## src/sv/c2d_pkg.sv

```systemverilog
// Shared types, constants and codes for the 2D convolution output element block.
package c2d_pkg;

   localparam int INPUT_WORDS    = 4096;
   localparam int WEIGHT_WORDS   = 4096;
   localparam int MAX_CHANNELS   = 64;
   localparam int DATA_BITS      = 16;
   localparam int FRAC_BITS      = 8;
   localparam int IN_ADDR_BITS   = $clog2(INPUT_WORDS);
   localparam int WT_ADDR_BITS   = $clog2(WEIGHT_WORDS);
   localparam int BIAS_ADDR_BITS = $clog2(MAX_CHANNELS);
   localparam int PROD_BITS      = 2 * DATA_BITS;
   localparam int ACC_BITS       = 48;
   localparam int SUM_BITS       = 32;
   localparam int IA_BITS        = 24;
   localparam int WA_BITS        = 19;
   localparam int CSR_DATA_BITS  = 7;

   typedef enum logic [1:0] {
      ACT_INPUT   = 2'd0,
      ACT_WEIGHT  = 2'd1,
      ACT_BIAS    = 2'd2,
      ACT_COMPUTE = 2'd3
   } action_type;

   typedef enum logic [2:0] {
      REG_IN_CHANNELS  = 3'd0,
      REG_IN_HEIGHT    = 3'd1,
      REG_IN_WIDTH     = 3'd2,
      REG_OUT_CHANNELS = 3'd3,
      REG_KERNEL_SIZE  = 3'd4,
      REG_STRIDE_STEP  = 3'd5,
      REG_PAD_AMOUNT   = 3'd6,
      REG_BIAS_ENABLE  = 3'd7
   } csr_index_type;

   typedef struct packed {
      action_type         action;
      logic [11:0]        address;
      logic signed [15:0] value;
      logic [5:0]         out_channel;
      logic [5:0]         out_row;
      logic [5:0]         out_col;
   } req_type;

   typedef struct packed {
      logic signed [31:0] sum;
      logic               overflow;
      logic               bad_coordinate;
   } rsp_type;

   typedef struct packed {
      logic [6:0] in_channels;
      logic [6:0] in_height;
      logic [6:0] in_width;
      logic [6:0] out_channels;
      logic [2:0] kernel_size;
      logic [2:0] stride_step;
      logic [1:0] pad_amount;
      logic       bias_enable;
   } cfg_type;

   localparam cfg_type CFG_RESET = '{
      in_channels:  7'd1,
      in_height:    7'd1,
      in_width:     7'd1,
      out_channels: 7'd1,
      kernel_size:  3'd1,
      stride_step:  3'd1,
      pad_amount:   2'd0,
      bias_enable:  1'b1
   };

   typedef struct packed {
      logic setup1;
      logic setup2;
      logic setup3;
      logic issue;
      logic finish;
   } ctrl_cmd_type;

   typedef struct packed {
      logic bad;
      logic no_taps;
      logic last_tap;
   } dp_status_type;

endpackage

```

## src/sv/c2d_ctrl.sv

```systemverilog
// Sequencer: setup, tap loop, pipeline drain and result strobe for one compute request.
module c2d_ctrl import c2d_pkg::*; (
   input  logic          clock,
   input  logic          reset,
   input  logic          go,
   input  dp_status_type status,
   output ctrl_cmd_type  cmd,
   output logic          busy
);

   typedef enum logic [7:0] {
      ST_IDLE   = 8'b0000_0001,
      ST_SETUP1 = 8'b0000_0010,
      ST_SETUP2 = 8'b0000_0100,
      ST_SETUP3 = 8'b0000_1000,
      ST_RUN    = 8'b0001_0000,
      ST_DRAIN1 = 8'b0010_0000,
      ST_DRAIN2 = 8'b0100_0000,
      ST_FINISH = 8'b1000_0000
   } state_type;

   state_type state_ff, state_in;

   always_comb begin
      state_in = state_ff;
      case (state_ff)
         ST_IDLE: begin
            if (go) begin
               state_in = ST_SETUP1;
            end
         end
         ST_SETUP1: state_in = ST_SETUP2;
         ST_SETUP2: state_in = ST_SETUP3;
         ST_SETUP3: begin
            if (status.bad || status.no_taps) begin
               state_in = ST_FINISH;
            end else begin
               state_in = ST_RUN;
            end
         end
         ST_RUN: begin
            if (status.last_tap) begin
               state_in = ST_DRAIN1;
            end
         end
         ST_DRAIN1: state_in = ST_DRAIN2;
         ST_DRAIN2: state_in = ST_FINISH;
         ST_FINISH: state_in = ST_IDLE;
         default:   state_in = ST_IDLE;
      endcase
   end

   always_ff @(posedge clock) begin
      if (reset) begin
         state_ff <= ST_IDLE;
      end else begin
         state_ff <= state_in;
      end
   end

   assign cmd.setup1 = (state_ff == ST_SETUP1);
   assign cmd.setup2 = (state_ff == ST_SETUP2);
   assign cmd.setup3 = (state_ff == ST_SETUP3);
   assign cmd.issue  = (state_ff == ST_RUN);
   assign cmd.finish = (state_ff == ST_FINISH);
   assign busy       = (state_ff != ST_IDLE);

endmodule

```

## config.mk

```make
export PLATFORM = sky130hd
export DESIGN_NAME = c2d_ctrl
export DESIGN_NICKNAME = d
export VERILOG_FILES = /design/src/sv/c2d_pkg.sv /design/src/sv/c2d_ctrl.sv
export SDC_FILE = /design/constraint.sdc
export NUM_CORES = 1
export LEC_CHECK = 0
export ABC_CLOCK_PERIOD_IN_PS = 2450
export BUFFER_PORTS_ARGS = -buffer_cell sky130_fd_sc_hd__buf_4
export CORE_AREA = 4 4 41 43
export DETAILED_ROUTE_END_ITERATION = 10
export DIE_AREA = 0 0 45 47
export GPL_ROUTABILITY_DRIVEN = 0
export SLEW_MARGIN = 20
export SYNTH_ARGS = -nofsm -noshare
export SYNTH_HDL_FRONTEND = slang
export SYNTH_SLANG_ARGS = --single-unit
```

## constraint.sdc

```tcl
create_clock -name clock -period 2.45 [get_ports clock]
set_input_delay 0.1225 -clock clock [delete_from_list [all_inputs] [get_ports clock]]
set_output_delay 0.1225 -clock clock [all_outputs]
set_load 0.1 [all_outputs]
```

==> flow_metrics.env, run 1 <==
export IMPL_die_area_um2=2115
export IMPL_ys_seq_area_share_pct=35.07
export IMPL_overflow=0
export IMPL_synth_edff_count=0
export IMPL_synth_cells=52
export IMPL_io_buffers=11
export IMPL_ctsResizeCount=0
export IMPL_grt_max_degree=10
export IMPL_h_tree_depth=1
export IMPL_pwr_density_cell_nw_per_um2=528.8
export IMPL_async_flop_share_pct=0
export IMPL_crit_arrival_ps=1750
export IMPL_rsz0062_at_grt="no"
export IMPL_crit_slowest_cell="nor4_1"
export IMPL_setup_tns_ps=0
export IMPL_synthFlopType="dfxtp_1"
export IMPL_synth_common_cells="dfxtp_1, nor2_1, nor3_1"
export IMPL_dr_pass1_iters=4
export IMPL_cts_made_buffers=3
export IMPL_max_stage_delay_ps=520
export IMPL_status="finished clean"
export IMPL_antenna_found_initial=0
export IMPL_top_register="state_ff"
export IMPL_area_growth_pct=27.12
export IMPL_wl_um=994
export IMPL_skew_ps=3.858
export IMPL_die_y_um=47
export IMPL_ant_nets=0
export IMPL_tightestPinTransition_ps=531.5
export IMPL_fin_crit_ps=1870
export IMPL_fmax_mhz=534.8
export IMPL_row_count=13
export IMPL_critPathMaxFanout=7
export IMPL_min_from="reset"
export IMPL_avgSynthCellArea_um2=8.782
export IMPL_cts_clk_slew_worst_paths_ps=50
export IMPL_max_cap_violations=0
export IMPL_drc=0
export IMPL_timing_hold_violations_final=0
export IMPL_register_area_um2=160.2
export IMPL_grt_pass1_vias=361
export IMPL_post_cts_buffers=0
export IMPL_yosys_area_top_type="dfxtp_1"
export IMPL_cts_sinks=8
export IMPL_start_util_pct=35.10
export IMPL_hold_end="state_ff[4]"
export IMPL_yosysMostFrequentCell="dfxtp_1"
export IMPL_synth_top_area_share_pct=35.07
export IMPL_r2r_cells=4
export IMPL_setup_violations=0
export IMPL_cts_hold_buf=0
export IMPL_synth_warning_count=0
export IMPL_grt_use_total_pct=10.86
export IMPL_insertion_delay_ps=250
export IMPL_r2r_slack_ps=930
export IMPL_post_route_period_util_pct=76.32
export IMPL_final_layout_size_suffix_gt1_share_pct=35.94
export IMPL_largest_reg_flops=8
export IMPL_wl_per_cell_um=12.58
export IMPL_vdd_drop_max_uv=267.6
export IMPL_power_uw=307.0
export IMPL_dpl_worst_slack_ps=867.1
export IMPL_endpoint_kind="output pin"
export IMPL_fillCellCount=148
export IMPL_crit_chain="nor4_1 > nand2_1 > nor3_2 > buf_4"
export IMPL_dp_hpwl_um=765.7
export IMPL_multiInputGateArea_um2=281.5
export IMPL_leakage_nw=0.2366
export IMPL_r2r_end="state_ff[0]"
export IMPL_vias_per_cell=5.215
export IMPL_layout_setup_ws_ps=580.1
export IMPL_utilization_pct=44.62
export IMPL_antennaDiodeCount=0
export IMPL_ioPinCount=12
export IMPL_reg_top3="state_ff: 8 flops"
export IMPL_critPathRequiredTime_ps=2330
export IMPL_ys_types=28
export IMPL_cts_root_buf="clkbuf_4"
export IMPL_dpl_cell_count=76
export IMPL_start_kind="flop"
export IMPL_drt_initial_drc_count=10
export IMPL_layout_cells_non_filler=79
export IMPL_holdPathStages=2
export IMPL_cts_path_max_buffers=2
export IMPL_path_class="flop to output pin"
export IMPL_ys_ff_latch=8
export IMPL_hp_class="input port to flop"
export IMPL_die_x_um=45
export IMPL_ys_top_cells_by_area="dfxtp_1, a2111oi_4, nor3_1"
export IMPL_slew_viol_final=0
export IMPL_floorplan_core_area_um2=1301
export IMPL_layout_nets=72
export IMPL_synthesis_area_um2=456.7
export IMPL_grt_pass1_wl_um=1552
export IMPL_vias=412
export IMPL_syn_num_nets=58
export IMPL_relSlewSlack_pct=64.24
export IMPL_regToRegStartpoint="state_ff[3]"
export IMPL_cts_tree="built"
-- critical path: cells and delay by family, from the launching register on --
family	cells	cell delay, ps
simple gates	3	810
flops	1	380
buf+inv	1	300
-- per-layer routing --
layer	track usage, %	vias to the layer above	wire, um
li1	-	219	-
met1	12.64	174	460
met2	14.69	15	437
met3	4.981	4	70
met4	9.942	0	25
met5	0	-	0
-- report_power, final --
| group | switching [mW] | leakage, nW | internal, mW |
|---|---|---|---|
| clock | 0.0443 | 0.0138 | 0.0560 |
| sequential | 0.00599 | 0.0649 | 0.134 |
| combinational | 0.0467 | 0.158 | 0.0201 |
-- worst max path at each step --
stage / startpoint / endpoint / slack (ps) / depth (start not counted)
finish: state_ff[4] / cmd[2] / 580 / 4
global route: state_ff[4] / cmd[2] / 400 / 4
CTS: state_ff[4] / cmd[2] / 590 / 4
detailed placement: state_ff[4] / cmd[2] / 870 / 4
global placement: state_ff[5] / cmd[2] / 860 / 4
floorplan: state_ff[0] / state_ff[3] / 150 / 4
-- metrics by stage --
step / instance area [um^2] / hold WS [ps]
6_report: 580.6 / 38.34
5_1_grt: 580.6 / 35.78
4_1_cts: 580.6 / 29.11
3_5_place_dp: 558.0 / 304.9
3_3_place_gp: 558.0 / 305.2
2_1_floorplan: 471.7 / 194.8
-- cell usage in the layout, fill, tap and decap left out, types with 3 or more instances in the layout --
cell type,instances
nor2b_1,3
clkbuf_4,3
buf_4,11
dfxtp_1,8
nor2_1,6
nor3_1,3
-- area by class of cell --
cell class	count	area share [%]
repair buffers	11	14.22
well taps	15	3.233
clock buffers	3	3.879
inverters	4	2.586
flip-flops and latches	8	27.59
multi-input cells	38	48.49
-- cells by family (layout without fill, tap and decap cells) --
family          after synthesis  in the layout  synth area share [%]
buf+inv                       6             18                 6.576
flops                         8              8                 35.07
xor+xnor                      1              1                 1.918
simple gates                 28             28                 36.71
compound gates                9              9                 19.73
Note: power is estimated with default switching activity, not from simulation.
==> run 2, diff against run 1 <==
- ABC_CLOCK_PERIOD_IN_PS: 2450 -> 1820
- clock period: 2.45 -> 1.82 ns (I/O delays scaled with it)
==> run 2 against run 1 <==
- clock power is 41% higher
- utilization is 5.6 points higher
- routed wire length is 16% higher
- sequential power increased by 36%
- final area is 12% higher
- sequential share of layout area down 2.9 points
- clock skew rose by 8.0 ps
- highest routed layer unchanged
==> flow_metrics.env, run 2 (synthesis gave the netlist of run 1 again) <==
export IMPL_status="finished clean"
export IMPL_worstSetupPathDepth=4
export IMPL_seqPwrFrac_pct=44.1
export IMPL_startpoint="state_ff[4]"
export IMPL_grt_max_degree=10
export IMPL_antenna_found_initial=0
export IMPL_vias=442
export IMPL_drc=0
export IMPL_largest_reg_flops=8
export IMPL_endpoint_kind="output pin"
export IMPL_cts_sinks=8
export IMPL_timing_hold_violations_final=0
export IMPL_pwr_density_cell_nw_per_um2=658.5
export IMPL_setup_violations=0
export IMPL_final_cell_mix="buf_4, dfxtp_1, nor2_1"
export IMPL_cts_made_buffers=3
export IMPL_start_util_pct=35.10
export IMPL_path_class="flop to output pin"
export IMPL_cts_tree="built"
export IMPL_r2r_end="state_ff[0]"
export IMPL_leakage_nw=0.2611
export IMPL_wl_um=1158
export IMPL_p_sw_uw=142.3
export IMPL_relSlewSlack_pct=71.10
export IMPL_max_cap_violations=0
export IMPL_dr_pass1_iters=4
export IMPL_ant_nets=0
export IMPL_p_comb_share_pct=23.0
export IMPL_regToRegStartpoint="state_ff[3]"
export IMPL_vdd_drop_max_uv=286.5
export IMPL_r2r_cells=4
export IMPL_switching_share_pct=33.10
export IMPL_cts_clk_slew_worst_paths_ps=60
export IMPL_path_buf_inv=2
export IMPL_reg_top3="state_ff: 8 flops"
export IMPL_critPathRequiredTime_ps=1730
export IMPL_die_area_um2=2115
export IMPL_antennaDiodeCount=0
export IMPL_top_register="state_ff"
export IMPL_drt_initial_drc_count=7
export IMPL_overflow=0
export IMPL_post_route_period_util_pct=95.18
export IMPL_fmax_mhz=577.3
export IMPL_layout_nets=74
export IMPL_crit_slowest_cell="dfxtp_1"
export IMPL_skew_ps=11.82
export IMPL_start_kind="flop"
export IMPL_hp_class="input port to flop"
export IMPL_cp_endpoint="cmd[4]"
export IMPL_tightestPinTransition_ps=432.9
export IMPL_fin_crit_ps=1732
export IMPL_critPathMaxFanout=7
export IMPL_ioPinCount=12
export IMPL_slew_viol_final=0
export IMPL_utilization_pct=50.19
export IMPL_grt_pass1_vias=416
export IMPL_dp_hpwl_um=908.6
export IMPL_final_common_cell="buf_4"
export IMPL_grt_use_total_pct=12.75
export IMPL_crit_family="simple AND/OR/NAND/NOR gates"
export IMPL_wl_per_cell_um=14.30
export IMPL_floorplan_core_area_um2=1301
export IMPL_p_int_uw=287.7
export IMPL_post_cts_buffers=0
export IMPL_p_clk_share_pct=32.9
export IMPL_holdPathStages=3
export IMPL_cts_path_max_buffers=2
export IMPL_die_y_um=47
export IMPL_cts_root_buf="clkbuf_4"
export IMPL_die_x_um=45
export IMPL_h_tree_depth=1
export IMPL_holdWs_ps=86.31
export IMPL_row_count=13
export IMPL_vias_per_cell=5.457
export IMPL_crit_arrival_ps=1640
export IMPL_max_stage_delay_ps=400
export IMPL_r2r_slack_ps=240
export IMPL_crit_chain="nor4_2 > buf_4 > and3_2 > buf_6"
export IMPL_grt_pass1_wl_um=1856
export IMPL_area_growth_pct=43.01
export IMPL_io_buffers=11
export IMPL_rsz0062_at_grt="no"
export IMPL_final_layout_size_suffix_gt1_share_pct=46.97
export IMPL_insertion_delay_ps=260
==> run 2: changes by cell type in the layout (fill, tap and decap cells not counted), moves of 2 or more <==
cell / change
nor3_2: -2
nor2_1: -2
nand3_2: +2
nor3_4: +2
buf_6: +2
nand3_1: -2
==> run 2: worst min path at each step <==
| stage | endpoint | slack (ps) | startpoint |
|---|---|---|---|
| after floorplan | state_ff[1] | 160 | reset |
| after global placement | state_ff[4] | 270 | reset |
| after detailed placement | state_ff[1] | 280 | reset |
| after CTS | state_ff[5] | 80 | status[0] |
| after global routing | state_ff[5] | 90 | status[0] |
| final | state_ff[1] | 90 | go |
==> run 2: routing by layer <==
layer	share of wire, %	GRT usage [%]	routed length, um	vias to the layer above
met5	0	0	0	-
met4	0.95	8.772	11	0
met3	5.5	2.682	64	2
met2	49	19.49	565	13
met1	45	16.02	517	205
li1	-	-	-	222
==> run 2: repair_timing <==
item                                    in CTS  in global routing
resized for setup                            0                  2
endpoints found under the hold margin        2                  0
endpoints found under the setup margin       0                  2
hold buffers                                 1                  0
==> run 2: stage by stage <==
| stage | area, um^2 | std cells | setup WS (ps) | TNS [ps] | total power, mW |
|---|---|---|---|---|---|
| 4_1_cts | 645.6 | 81 | 54.73 | 0 | 0.4321 |
| 5_1_grt | 653.1 | 81 | 23.57 | 0 | 0.4439 |
| 6_report | 653.1 | 81 | 87.69 | 0 | 0.4301 |
| 3_5_place_dp | 613.1 | 77 | 222.2 | 0 | 0.2898 |
| 3_3_place_gp | 613.1 | 77 | 208.4 | 0 | 0.2900 |
| 2_1_floorplan | 519.2 | 52 | -35.05 | -75.17 | 0.2648 |
==> run 2: final cells by class <==
class	count	area [um^2]
fill	129	648.1
multi-input combinational	38	327.8
sequential	8	161.4
timing repair buffer	13	107.6
clock buffer	3	22.52
tap	15	18.77
inverter	4	15.01
==> run 2: tightest hold or removal path, delay by kind of cell <==
family | cells | cell delay [ps]
and+or+nand+nor | 1 | 50
buffers and inverters | 2 | 180
==> run 2: power by group through the flow <==
stage,registers (mW),clock network (mW),logic [mW]
3_5_place_dp,0.193,0,0.0964
4_1_cts,0.190,0.144,0.0983
6_report,0.190,0.141,0.0989
3_3_place_gp,0.193,0,0.0968
5_1_grt,0.190,0.148,0.106
2_1_floorplan,0.191,0,0.0738
